--- src/design/qed_pkg.sv ---
// ----------------------------------------------------------------------------
// qed_pkg: shared types and constants of the quadrature edge decoder
// Item layouts, command codes, decoder state and the 4x step table.
// ----------------------------------------------------------------------------
package qed_pkg;

  localparam int CountW    = 32;
  localparam int AbW       = 2;
  localparam int StepW     = 2;
  localparam int InTdataW  = 8;
  localparam int OutTdataW = 104;

  // Command codes carried in the input tuser bit.
  localparam logic CMD_EDGE  = 1'b0;
  localparam logic CMD_CLEAR = 1'b1;

  // Edge phase codes.
  localparam logic PHASE_A = 1'b0;
  localparam logic PHASE_B = 1'b1;

  // Toggle masks on the A<<1|B state.
  localparam logic [AbW-1:0] TOGGLE_A = 2'b10;
  localparam logic [AbW-1:0] TOGGLE_B = 2'b01;

  // Step codes.
  localparam logic signed [StepW-1:0] STEP_NONE = 2'sb00;
  localparam logic signed [StepW-1:0] STEP_FWD  = 2'sb01;
  localparam logic signed [StepW-1:0] STEP_REV  = 2'sb11;

  // One input item.
  typedef struct packed {
    logic                    cmd;
    logic                    edge_phase;
    logic signed [StepW-1:0] expected_direction;
    logic [AbW-1:0]          start_ab;
  } qed_item_t;

  // Decoder state.
  typedef struct packed {
    logic [AbW-1:0]    phase;
    logic [CountW-1:0] position;
    logic [CountW-1:0] invalid;
    logic [CountW-1:0] resync;
  } qed_state_t;

  // Standard 4x quadrature table, indexed by old_ab*4 + new_ab.
  function automatic logic signed [StepW-1:0] step_lookup(input logic [3:0] idx);
    logic signed [StepW-1:0] s;
    unique case (idx)
      4'd1, 4'd7, 4'd8, 4'd14: s = STEP_FWD;
      4'd2, 4'd4, 4'd11, 4'd13: s = STEP_REV;
      default: s = STEP_NONE;
    endcase
    return s;
  endfunction

endpackage

--- src/design/qed_in_stage.sv ---
// ----------------------------------------------------------------------------
// qed_in_stage: input register of the decoder
// Captures one item from the input stream and holds it until it is decoded.
// ----------------------------------------------------------------------------
module qed_in_stage (
  input  logic                          clk,
  input  logic                          rst_n,
  input  logic                          in_tvalid,
  output logic                          in_tready,
  input  logic [qed_pkg::InTdataW-1:0]  in_tdata,  // edge_phase, expected_direction[1:0], start_ab[1:0], zero pad
  input  logic                          in_tuser,  // cmd
  input  logic                          advance,
  output logic                          item_valid,
  output qed_pkg::qed_item_t            item
);
  import qed_pkg::*;

  logic      valid_r;
  logic      valid_nxt;
  qed_item_t item_r;

  // The register is free when empty or when its item moves on this cycle.
  assign in_tready = !valid_r || advance;
  assign valid_nxt = in_tready ? in_tvalid : valid_r;

  always_ff @(posedge clk) begin
    if (!rst_n) begin
      valid_r <= 1'b0;
    end else begin
      valid_r <= valid_nxt;
    end
  end

  // Payload capture, no reset needed.
  always_ff @(posedge clk) begin
    if (in_tvalid && in_tready) begin
      item_r.cmd                <= in_tuser;
      item_r.edge_phase         <= in_tdata[0];
      item_r.expected_direction <= in_tdata[2:1];
      item_r.start_ab           <= in_tdata[4:3];
    end
  end

  assign item_valid = valid_r;
  assign item       = item_r;

endmodule

--- src/design/qed_decode.sv ---
// ----------------------------------------------------------------------------
// qed_decode: step decode and counter update
// Computes the next decoder state and the applied step for one item.
// ----------------------------------------------------------------------------
module qed_decode (
  input  qed_pkg::qed_state_t             cur,
  input  qed_pkg::qed_item_t              item,
  input  logic                            invert,
  output qed_pkg::qed_state_t             nxt,
  output logic signed [qed_pkg::StepW-1:0] step
);
  import qed_pkg::*;

  logic [AbW-1:0]          toggle;
  logic [AbW-1:0]          new_ab;
  logic signed [StepW-1:0] raw_step;
  logic signed [StepW-1:0] signed_step;
  logic signed [StepW-1:0] expected;
  logic                    illegal;
  logic                    force_dir;
  logic signed [StepW-1:0] edge_step;

  // Flip the toggled phase bit and look up the transition.
  assign toggle   = (item.edge_phase == PHASE_B) ? TOGGLE_B : TOGGLE_A;
  assign new_ab   = cur.phase ^ toggle;
  assign raw_step = step_lookup({cur.phase, new_ab});
  assign signed_step = invert ? -raw_step : raw_step;

  // The pattern for -2 reads by its sign and acts as reverse.
  assign expected = {item.expected_direction[1],
                     item.expected_direction[1] | item.expected_direction[0]};

  assign illegal   = (signed_step == STEP_NONE);
  assign force_dir = !illegal && (expected != STEP_NONE) && (signed_step != expected);
  assign edge_step = force_dir ? expected : signed_step;

  // Clear loads the start state; an edge updates counters.
  always_comb begin
    if (item.cmd == CMD_CLEAR) begin
      nxt.phase    = item.start_ab;
      nxt.position = '0;
      nxt.invalid  = '0;
      nxt.resync   = '0;
      step         = STEP_NONE;
    end else begin
      nxt.phase    = new_ab;
      nxt.position = cur.position + {{(CountW-StepW){edge_step[StepW-1]}}, edge_step};
      nxt.invalid  = cur.invalid + {{(CountW-1){1'b0}}, illegal};
      nxt.resync   = cur.resync + {{(CountW-1){1'b0}}, force_dir};
      step         = edge_step;
    end
  end

endmodule

--- src/design/quadrature_edge_decoder_resync.sv ---
// ----------------------------------------------------------------------------
// quadrature_edge_decoder_resync: edge-driven 4x quadrature decoder
// Tracks phase state, position, invalid and resync counts from edge items.
// ----------------------------------------------------------------------------
//  Channel | Direction | Handshake            | Content
//  in_     | input     | in_tvalid/in_tready  | edge or clear item
//  out_    | output    | out_tvalid/out_tready| counters after each item
//  cfg_    | input     | cfg_valid/cfg_ready  | invert_direction bit
//
// Each item passes from the input register through the decode step into the
// result register; one item per cycle while the output is not stalled.
// The state update fits between those two registers, so the throughput is set
// by that single decode step. Reset clears state, counters and valid flags.
// A stalled output holds its item; an empty input register still takes one item while it waits.
// ----------------------------------------------------------------------------
module quadrature_edge_decoder_resync (
  input  logic                           clk,
  input  logic                           rst_n,
  input  logic                           in_tvalid,
  output logic                           in_tready,
  input  logic [qed_pkg::InTdataW-1:0]   in_tdata,   // edge_phase, expected_direction[1:0], start_ab[1:0], zero pad
  input  logic                           in_tuser,   // cmd
  output logic                           out_tvalid,
  input  logic                           out_tready,
  output logic [qed_pkg::OutTdataW-1:0]  out_tdata,  // position[31:0], step_applied[1:0], invalid_total[31:0], resync_total[31:0], phase_ab[1:0], zero pad
  input  logic                           cfg_valid,
  output logic                           cfg_ready,
  input  logic                           cfg_data
);
  import qed_pkg::*;

  logic                    item_valid;
  qed_item_t               item;
  logic                    advance;
  qed_state_t              state_r;
  qed_state_t              state_nxt;
  logic signed [StepW-1:0] step;
  logic                    invert_r;
  logic                    out_valid_r;
  logic                    out_valid_nxt;
  logic [OutTdataW-1:0]    out_data_r;

  qed_in_stage u_in (
    .clk        (clk),
    .rst_n      (rst_n),
    .in_tvalid  (in_tvalid),
    .in_tready  (in_tready),
    .in_tdata   (in_tdata),
    .in_tuser   (in_tuser),
    .advance    (advance),
    .item_valid (item_valid),
    .item       (item)
  );

  qed_decode u_dec (
    .cur    (state_r),
    .item   (item),
    .invert (invert_r),
    .nxt    (state_nxt),
    .step   (step)
  );

  // An item is decoded when the result register is free or being drained.
  assign advance       = item_valid && (!out_valid_r || out_tready);
  assign out_valid_nxt = advance || (out_valid_r && !out_tready);

  // Configuration register.
  assign cfg_ready = 1'b1;

  always_ff @(posedge clk) begin
    if (!rst_n) begin
      invert_r <= 1'b0;
    end else if (cfg_valid) begin
      invert_r <= cfg_data;
    end
  end

  // Decoder state.
  always_ff @(posedge clk) begin
    if (!rst_n) begin
      state_r <= '0;
    end else if (advance) begin
      state_r <= state_nxt;
    end
  end

  // Result register.
  always_ff @(posedge clk) begin
    if (!rst_n) begin
      out_valid_r <= 1'b0;
    end else begin
      out_valid_r <= out_valid_nxt;
    end
  end

  always_ff @(posedge clk) begin
    if (advance) begin
      out_data_r <= {(OutTdataW - (3*CountW + StepW + AbW))'(0),
                     state_nxt.phase, state_nxt.resync, state_nxt.invalid,
                     step, state_nxt.position};
    end
  end

  assign out_tvalid = out_valid_r;
  assign out_tdata  = out_data_r;

endmodule

--- config.mk ---
export PLATFORM = sky130hd
export DESIGN_NAME = quadrature_edge_decoder_resync
export DESIGN_NICKNAME = d
export VERILOG_FILES = /design/src/design/qed_pkg.sv /design/src/design/qed_in_stage.sv /design/src/design/qed_decode.sv /design/src/design/quadrature_edge_decoder_resync.sv
export SDC_FILE = /design/constraint.sdc
export NUM_CORES = 1
export LEC_CHECK = 0
export ABC_AREA = 1
export BUFFER_PORTS_ARGS = -buffer_cell sky130_fd_sc_hd__buf_2
export CAP_MARGIN = 20
export CORE_UTILIZATION = 50
export DETAILED_ROUTE_END_ITERATION = 8
export PLACE_DENSITY = 0.69
export SLEW_MARGIN = 10
export SYNTH_ARGS = -nofsm -noshare
export SYNTH_HDL_FRONTEND = slang
export SYNTH_SLANG_ARGS = --single-unit
--- constraint.sdc ---
create_clock -name clk -period 7.1 [get_ports clk]
set_clock_uncertainty 0.15 [all_clocks]
set_input_delay 0.71 -clock clk [delete_from_list [all_inputs] [get_ports clk]]
set_output_delay 0.71 -clock clk [all_outputs]
set_load 0.01 [all_outputs]
==> flow_summary.toml, run 1 <==
[routing]
wl_um = 28200
viasPerCell = 5.14
drtAntennaViolNets = 0
num_vias = 10200
drcViolationCount = 0
first_iter_violations = 776
wl_per_cell_um = 14.2
dr.pass1.iters = 6

[clock_tree]
post_cts_resized = 0
cts_max_path_buffers = 3
clk_pin_slew_ns = 0.06
hold_buffers = 0
clock-root-buffer = "clkbuf_16"
ctsHtreeMaxLevel = 1
cts_num_sinks = 207
clk_latency_ns = 0.52
numCtsBuffers = 23
cts_tree = "built"
post_cts_buffers = 0

[finish]
nets = 1705
num_antenna_cells = 0
drive_above_1_share_pct = 15.8
finalInstanceArea_sq_mm = 0.0134
layout_common_cells = "nand2_1 (374), inv_1 (220), nor2_1 (150), a21oi_1 (134), buf_2 (113)"
final_util_pct = 58.6
layout.cells.most_common = "nand2_1"
syn_to_final_growth_pct = 14.0

[hold_path]
holdCritStartpoint = "in_tdata[0]"
whs_endpoint = "u_in.item[4]"
hold-path-cell-count = 1
hp-class = "input pin to register"

[synthesis]
yosysSeqAreaShare_pct = 44.3
synthArstFlopShare_pct = 0
synth_compound_area_share_pct = 11.2
synthesis.instances = 1566
synth_xor_area_share_pct = 0.596
synth_area_sq_mm = 0.0118
synth_edf_count = 106
synth_top_family_by_area = "simple AND/OR/NAND/NOR gates"
yosysWarnings = 0
synth-simple-area-share_pct = 31.0
synth_mux_area_share_pct = 0
synthAdderAreaFrac_pct = 3.30
synth.avg_cell_area_sq_um = 7.51
synth_area_leaders = "edfxtp_1 (27%), dfxtp_1 (17%), nand2_1 (12%), inv_1 (7.1%), a21oi_1 (5.7%)"
synth_top_area_cell = "edfxtp_1"
synth_top_area_share_pct = 27.1
synthFlopType = "edfxtp_1"
ys_seq_elements = 207
synth.distinct_cells = 50

[sta]
fmax_mhz = 216
holdWs_ns = 0.210
fin_setup_tns_ns = 0
post-route-period-util_pct = 65.1
tightest_slew_ns = 0.936
rsz0062_at_grt = "false"
drv_slew = 0
setup_ws_ns = 2.48
setup_viol = 0
hold_viol_final = 0
period_needed_ns = 4.62
slew_headroom_pct = 37.6

[place]
dp_hpwl_um = 19400
gp_congestion = 0.947
place_ws_ns = 2.52
placedInstanceArea_sq_mm = 0.0125
port_buffers = 113

[global_routing]
grt_max_degree = 146
first_global_vias = 9163
track_usage_pct = 23.5
grt.overflow.total = 0
grt_pass1_wl_um = 46100
antenna_found_initial = 0

[floorplanning]
initial_core_util_pct = 51.5
die_w_um = 155
die-area_sq_mm = 0.0241
rows = 55
ios = 122
die_h_um = 155
coreArea_sq_mm = 0.0228

[setup_path]
critPathLaunchType = "register"
crit_required_ns = 7.21
critPathArrivalTime_ns = 4.73
reg2reg_to = "out_tdata[56]"
crit_type = "register to register"
cp_slowest_stage_delay_ns = 0.45
r2r_slack_ns = 2.48
crit_path_frequent_cell = "inv_1"
critPathCaptureType = "register"
critPathMaxFanout = 6
r2r_start = "state_r[96]"
slowest_stage = "dfxtp_1"
reg2reg_depth = 26

[power_and_ir_drop]
p_leak_nw = 5.84
ir_drop_v = 0.000183
p_per_area_mw_per_mm2 = 261

[job]
max-cap-violations = 0

[status]
status = "finished, final reports clean"
[cells by family (layout without fill, tap and decap cells)]
| group | Yosys count | after routing |
|---|---|---|
| fa+ha+maj | 31 | 31 |
| buf+inv | 285 | 392 |
| flops | 207 | 207 |
| xor+xnor | 8 | 8 |
| other cells | 2 | 5 |
| simple gates | 788 | 788 |
| compound gates | 245 | 245 |
[worst max-delay path, delay by kind of cell (launching register included)]
kind	cells	cell delay [ns]
AND/OR/NAND/NOR	15	2.08
buffers and inverters	6	0.45
flip-flops	1	0.45
adder cells (fa/ha/maj)	3	0.68
AO/OA/AOI/OAI	1	0.25
XOR/XNOR	1	0.30
[metrics by stage]
step / cells / total power, mW
2_1_floorplan: 1569 / 1.97
3_3_place_gp: 1947 / 2.13
3_5_place_dp: 1947 / 2.14
4_1_cts: 1989 / 3.51
5_1_grt: 1989 / 3.67
6_report: 1989 / 3.50
[worst max path at each step]
stage                    endpoint  depth (start not counted)         from
floorplan            out_tdata[0]                          6   out_tready
global placement    out_tdata[86]                         29  state_r[96]
detailed placement  out_tdata[56]                         26  state_r[96]
CTS                 out_tdata[56]                         26  state_r[96]
global route        out_tdata[56]                         26  state_r[96]
finish              out_tdata[56]                         26  state_r[96]
[Yosys cell counts (8+ instances only)]
master	n
or2_2	9
nand3b_1	9
ha_1	31
nor2_2	15
nand3_2	13
a21oi_1	134
xor2_1	8
nand3_1	92
nor2_1	150
a21oi_2	8
nand4_1	20
nand2_4	11
inv_1	222
nor3_1	36
nand2_1	375
dfxtp_1	101
clkbuf_1	39
nand2_2	30
edfxtp_1	106
o21ai_0	78
[where the power goes]
part           switching (mW)  total (mW)  internal [mW]
combinational           0.514       0.747          0.232
clock                   0.491        1.37          0.876
sequential             0.0410        1.38           1.34
[state kept, by name, summed over array words and instances (netlist names)]
name and cells:
state_r 98, out_tdata 100, invert_r 1, out_tvalid 1, u_in.item_valid 1, u_in.item 6
[routing by layer]
metal,part of all wire [%],GRT usage [%],vias up,wire (um)
met3,6.6,3.45,26,1850
met4,1.0,4.48,0,290
met5,0,0,-,0
li1,-,-,5292,-
met1,50,35.4,4609,14100
met2,42,35.8,295,12000
[layout make-up]
class	instances	area [sq um]
fillers	2171	9450
multi-input cells	1077	5440
flip-flops and latches	207	5200
inverters	231	875
clock buffers	29	618
repair buffers	119	611
well taps	313	392
clock inverters	13	258
Note: power is estimated with default switching activity, not from simulation.
==> run 2: changes to the inputs <==
==> constraint.sdc (replaced) <==
create_clock -name clk -period 4.65 [get_ports clk]
set_clock_uncertainty 0.15 [all_clocks]
set_input_delay 0.465 -clock clk [delete_from_list [all_inputs] [get_ports clk]]
set_output_delay 0.465 -clock clk [all_outputs]
set_load 0.01 [all_outputs]
==> run 2 against run 1 <==
- clock-buffer cell count shrank 4
- wire length grew 0.34%
- utilization is 0.99 points higher
- via count rose by 0.74%
- global-route usage fell by 0.45 points
- first-iteration DRC count fell by 0.39%
- register-to-register slack worse by 2.1 ns
- critical path type unchanged
- critical endpoint is now state_r[29]
==> flow_summary.toml, run 2 (same netlist as run 1, synthesis figures left out) <==
[setup_path]
reg2reg_depth = 28
critPathMaxFanout = 7
r2r_slack_ns = 0.33
critPathLaunchType = "register"
crit_type = "register to register"
crit_path_frequent_cell = "nand2_1"
cp_slowest_stage_delay_ns = 0.48
critPathCaptureType = "register"
r2r_start = "u_in.item[4]"
critPathArrivalTime_ns = 4.55
slowest_stage = "edfxtp_1"
reg2reg_to = "state_r[29]"
crit_required_ns = 4.88

[job]
max-cap-violations = 0

[hold_path]
whs_endpoint = "u_in.item_valid"
hp-class = "input pin to register"
hold-path-cell-count = 3
holdCritStartpoint = "in_tvalid"

[finish]
nets = 1720
largest_reg_flops = 100
drive_above_1_share_pct = 17.3
num_antenna_cells = 0
layout_common_cells = "nand2_1 (374), inv_1 (220), nor2_1 (145), a21oi_1 (133), buf_2 (113)"
syn_to_final_growth_pct = 15.9
layout.cells.most_common = "nand2_1"

[sta]
slew_headroom_pct = 38.6
rsz0062_at_grt = "true"
drv_slew = 0
setup_ws_ns = 0.330
fin_setup_tns_ns = 0
holdWs_ns = 0.0716
post-route-period-util_pct = 92.9
hold_viol_final = 0
fmax_mhz = 231
tightest_slew_ns = 0.920
setup_viol = 0
period_needed_ns = 4.32

[global_routing]
grt.overflow.total = 0
antenna_found_initial = 0
first_global_vias = 9080
track_usage_pct = 23.1
grt_max_degree = 136
grt_pass1_wl_um = 44900

[routing]
drcViolationCount = 0
wl_um = 28300
drtAntennaViolNets = 0
wl_per_cell_um = 14.1
first_iter_violations = 773
num_vias = 10300
viasPerCell = 5.14
dr.pass1.iters = 5

[status]
status = "finished, final reports clean"

[floorplanning]
rows = 55
die_w_um = 155
ios = 122
coreArea_sq_mm = 0.0228
initial_core_util_pct = 51.5
die_h_um = 155
die-area_sq_mm = 0.0241

[power_and_ir_drop]
p_leak_nw = 5.94
p_per_area_mw_per_mm2 = 391
ir_drop_v = 0.000251

[place]
place_ws_ns = 0.133
port_buffers = 113
gp_congestion = 0.967
dp_hpwl_um = 19500

[clock_tree]
cts_tree = "built"
cts_max_path_buffers = 3
ctsHtreeMaxLevel = 1
clk_latency_ns = 0.53
clk_pin_slew_ns = 0.07
clock-root-buffer = "clkbuf_16"
numCtsBuffers = 23
cts_num_sinks = 207
==> run 2: cell count changes in the layout (fill, tap and decap cells not counted), sizes merged <==
cell and change:
buf +7, clkbuf -4, clkinv +2, clkinvlp +3, dlygate4sd3 +8, inv -1
==> run 2: layout make-up <==
cell class / count / area [sq um]
clock inverter: 17 / 285
tap: 313 / 392
sequential: 207 / 5210
clock buffer: 25 / 583
fill: 2166 / 9220
timing repair buffer: 134 / 743
multi-input combinational: 1077 / 5540
inverter: 231 / 875
==> run 2: critical path: cells and delay by family (launching register included) <==
kind / cells / cell delay [ns]
compound gates: 4 / 0.54
buf+inv: 5 / 0.44
simple gates: 16 / 1.76
flops: 1 / 0.48
fa+ha+maj: 2 / 0.55
xor+xnor: 1 / 0.26
==> run 2: worst max path at each step <==
stage                            start            to  slack (ns)  cells past startpoint
final                     u_in.item[4]   state_r[29]        0.33                     28
after global routing      u_in.item[4]   state_r[51]       -0.10                     25
after CTS                  state_r[97]   state_r[29]        0.12                     28
after detailed placement   state_r[97]   state_r[29]        0.13                     28
after global placement     state_r[96]   state_r[29]        0.25                     28
after floorplan             out_tready  out_tdata[0]        0.05                      6
==> run 2: repair_timing <==
item	CTS	global route
hold buffers	8	0
hold endpoints to repair	7	0
endpoints found under the setup margin	0	41
setup buffers	0	4
gates resized for setup	0	25
==> run 2: metal layers <==
metal / share of wire, % / global-route usage, %
met4: 1.5 / 4.86
met2: 42 / 34.4
met5: 0 / 0
met1: 49 / 34.9
met3: 6.9 / 3.68
==> run 2: per-stage QoR <==
stage / power, mW / instances / area (sq um) / util, %
finish: 5.33 / 2004 / 13600 / 59.6
global route: 5.59 / 2004 / 13600 / 59.6
CTS: 5.35 / 2000 / 13500 / 59.1
detailed placement: 3.27 / 1950 / 12500 / 54.9
global placement: 3.25 / 1950 / 12500 / 54.9
floorplan: 3.01 / 1569 / 11800 / -
==> run 2: report_power, final <==
part	internal, mW	leakage, nW	switching [mW]	total, mW
registers	2.05	1.81	0.0646	2.11
clock network	1.31	0.416	0.760	2.07
logic	0.368	3.71	0.783	1.15
==> run 3: changes to the inputs <==
--- a/config.mk
+++ b/config.mk
@@ -10,8 +10,10 @@
 export CAP_MARGIN = 20
 export CORE_UTILIZATION = 50
 export DETAILED_ROUTE_END_ITERATION = 8
+export MAX_ROUTING_LAYER = met4
 export PLACE_DENSITY = 0.69
 export SLEW_MARGIN = 10
 export SYNTH_ARGS = -nofsm -noshare
 export SYNTH_HDL_FRONTEND = slang
 export SYNTH_SLANG_ARGS = --single-unit
+export TNS_END_PERCENT = 5
==> run 3 against run 2 <==
- the run now ends with DRC left
- total power is 1.5% higher
- sequential share of layout area is 0.074 points lower
- register-to-register slack hardly changed
- cell area is 0.19% higher
- setup slack worse by 0.0021 ns
- largest power group is now the clock network
==> flow_summary.toml, run 3 (same netlist as run 1, synthesis figures left out) <==
[finish]
multi_input_area_sq_mm = 0.00556
layout.cells.most_common = "nand2_1"
fillCellCount = 2169
layout_common_cells = "nand2_1 (374), inv_1 (219), nor2_1 (147), a21oi_1 (134), buf_2 (113)"
stdcell_count = 2001
nets = 1716
syn_to_final_growth_pct = 16.1
final_util_pct = 59.7
largest_reg_flops = 100
ff_latch_area_sq_mm = 0.00521
drive_above_1_share_pct = 17.1
num_antenna_cells = 0
finalInstanceArea_sq_mm = 0.0137

[place]
dp.cells = 1949
placedInstanceArea_sq_mm = 0.0126
port_buffers = 113
place_ws_ns = 0.100
gp_congestion = 0.933
dp_hpwl_um = 19900

[setup_path]
critPathCaptureType = "register"
critPathMaxFanout = 5
cp_slowest_stage_delay_ns = 0.47
cp_top_family = "simple AND/OR/NAND/NOR gates"
crit_path_frequent_cell = "nand2_1"
crit_chain = "xor2_2 > inv_2 > ha_4 > inv_1 > nand2_1 > nand3_1 > nand2_2 > nand2_4 > inv_1 > ha_1 > nand3_1 > nor2_1 > nand2_1 > nor3_4 > nand2_1 > nor3_1 > nand3_2 > nor4_4 > nand2_1 > clkinv_1 > a21oi_1 > nor2_1 > nand2_1 > a21oi_1"
critPathArrivalTime_ns = 4.64
crit_required_ns = 4.97
crit_type = "register to register"
path_buf_inv = 4
critPathLaunchType = "register"
slowest_stage = "edfxtp_1"

[global_routing]
first_global_vias = 9056
antenna_found_initial = 0
grt_pass1_wl_um = 46000
track_usage_pct = 24.2
grt.overflow.total = 0
grt_max_degree = 166

[power_and_ir_drop]
p_leak_nw = 5.94
p_per_area_mw_per_mm2 = 396
ir_drop_v = 0.000287
power.total_mw = 5.41

[sta]
fin_setup_tns_ns = 0
slew_headroom_pct = 29.1
fmax_mhz = 231
drv_slew = 0
setup_ws_ns = 0.328
post-route-period-util_pct = 93.0
period_needed_ns = 4.32
holdWs_ns = 0.0222
tightest_slew_ns = 1.06
hold_viol_final = 0
setup_viol = 0

[hold_path]
hp-class = "input pin to register"

[clock_tree]
cts_max_path_buffers = 3
numCtsBuffers = 24
cts_tree = "built"
clk_pin_slew_ns = 0.07
clk_latency_ns = 0.53
ctsHtreeMaxLevel = 1
cts_num_sinks = 207
clock-root-buffer = "clkbuf_16"

[routing]
wl_per_cell_um = 14.3
viasPerCell = 5.19
dr.pass1.iters = 9
wl_um = 28700
num_vias = 10400
drtAntennaViolNets = 0
first_iter_violations = 698
drcViolationCount = 1

[status]
status = "finished, violations left"
violations = "DRC"

[floorplanning]
die_w_um = 155
initial_core_util_pct = 51.5
coreArea_sq_mm = 0.0228
rows = 55
ios = 122
die_h_um = 155
die-area_sq_mm = 0.0241

[job]
max-cap-violations = 0
-- run 3: report_power, final --
part / internal, mW / switching, mW / total (mW)
sequential: 2.05 / 0.0649 / 2.11
clock: 1.36 / 0.777 / 2.13
combinational: 0.371 / 0.792 / 1.16
total: 3.78 / 1.63 / 5.41
-- run 3: layer usage --
metal  track usage (%)  vias to the layer above  routed length (um)  part of all wire (%)
li1                  -                     5304                   -                     -
met1              35.6                     4733               14300                    50
met2              35.8                      302               12300                    43
met3              3.12                       37                1710                   6.0
met4              3.97                        0                 337                   1.2
met5                 -                        -                   0                     0
-- run 3: timing repair --
action                                  4_1_cts  5_1_grt
buffers inserted                              0        1
endpoints found under the setup margin        0       44
endpoints found under the hold margin         7        0
resized for setup                             0       27
hold buffers                                  7        0
-- run 3: final timing paths --
kind                                   start  slack [ns]     endpoint  cells past startpoint
worst max-delay path            u_in.item[4]        0.33  state_r[59]                     24
worst min-delay path                cfg_data        0.02     invert_r                      3
worst max register to register  u_in.item[4]        0.33  state_r[59]                     24
worst min register to register   state_r[63]        0.34  state_r[63]                      2
-- run 3: area by class of cell --
class,instances,share of cell area (%)
Clock buffer,28,4.58
Clock inverter,16,2.03
Inverter,231,6.41
Multi-Input combinational cell,1077,40.7
Sequential cell,207,38.1
Tap cell,313,2.87
Timing Repair Buffer,129,5.24
-- run 3: worst register-to-register path: cells and delay by family, from the launching register on --
family | cells | cell delay (ns)
AOI/OAI and AO/OA | 2 | 0.22
xor gates and xnor gates | 1 | 0.28
adders and majority gates | 2 | 0.46
buffers and inverters | 4 | 0.33
DFF | 1 | 0.47
and+or+nand+nor | 15 | 2.34
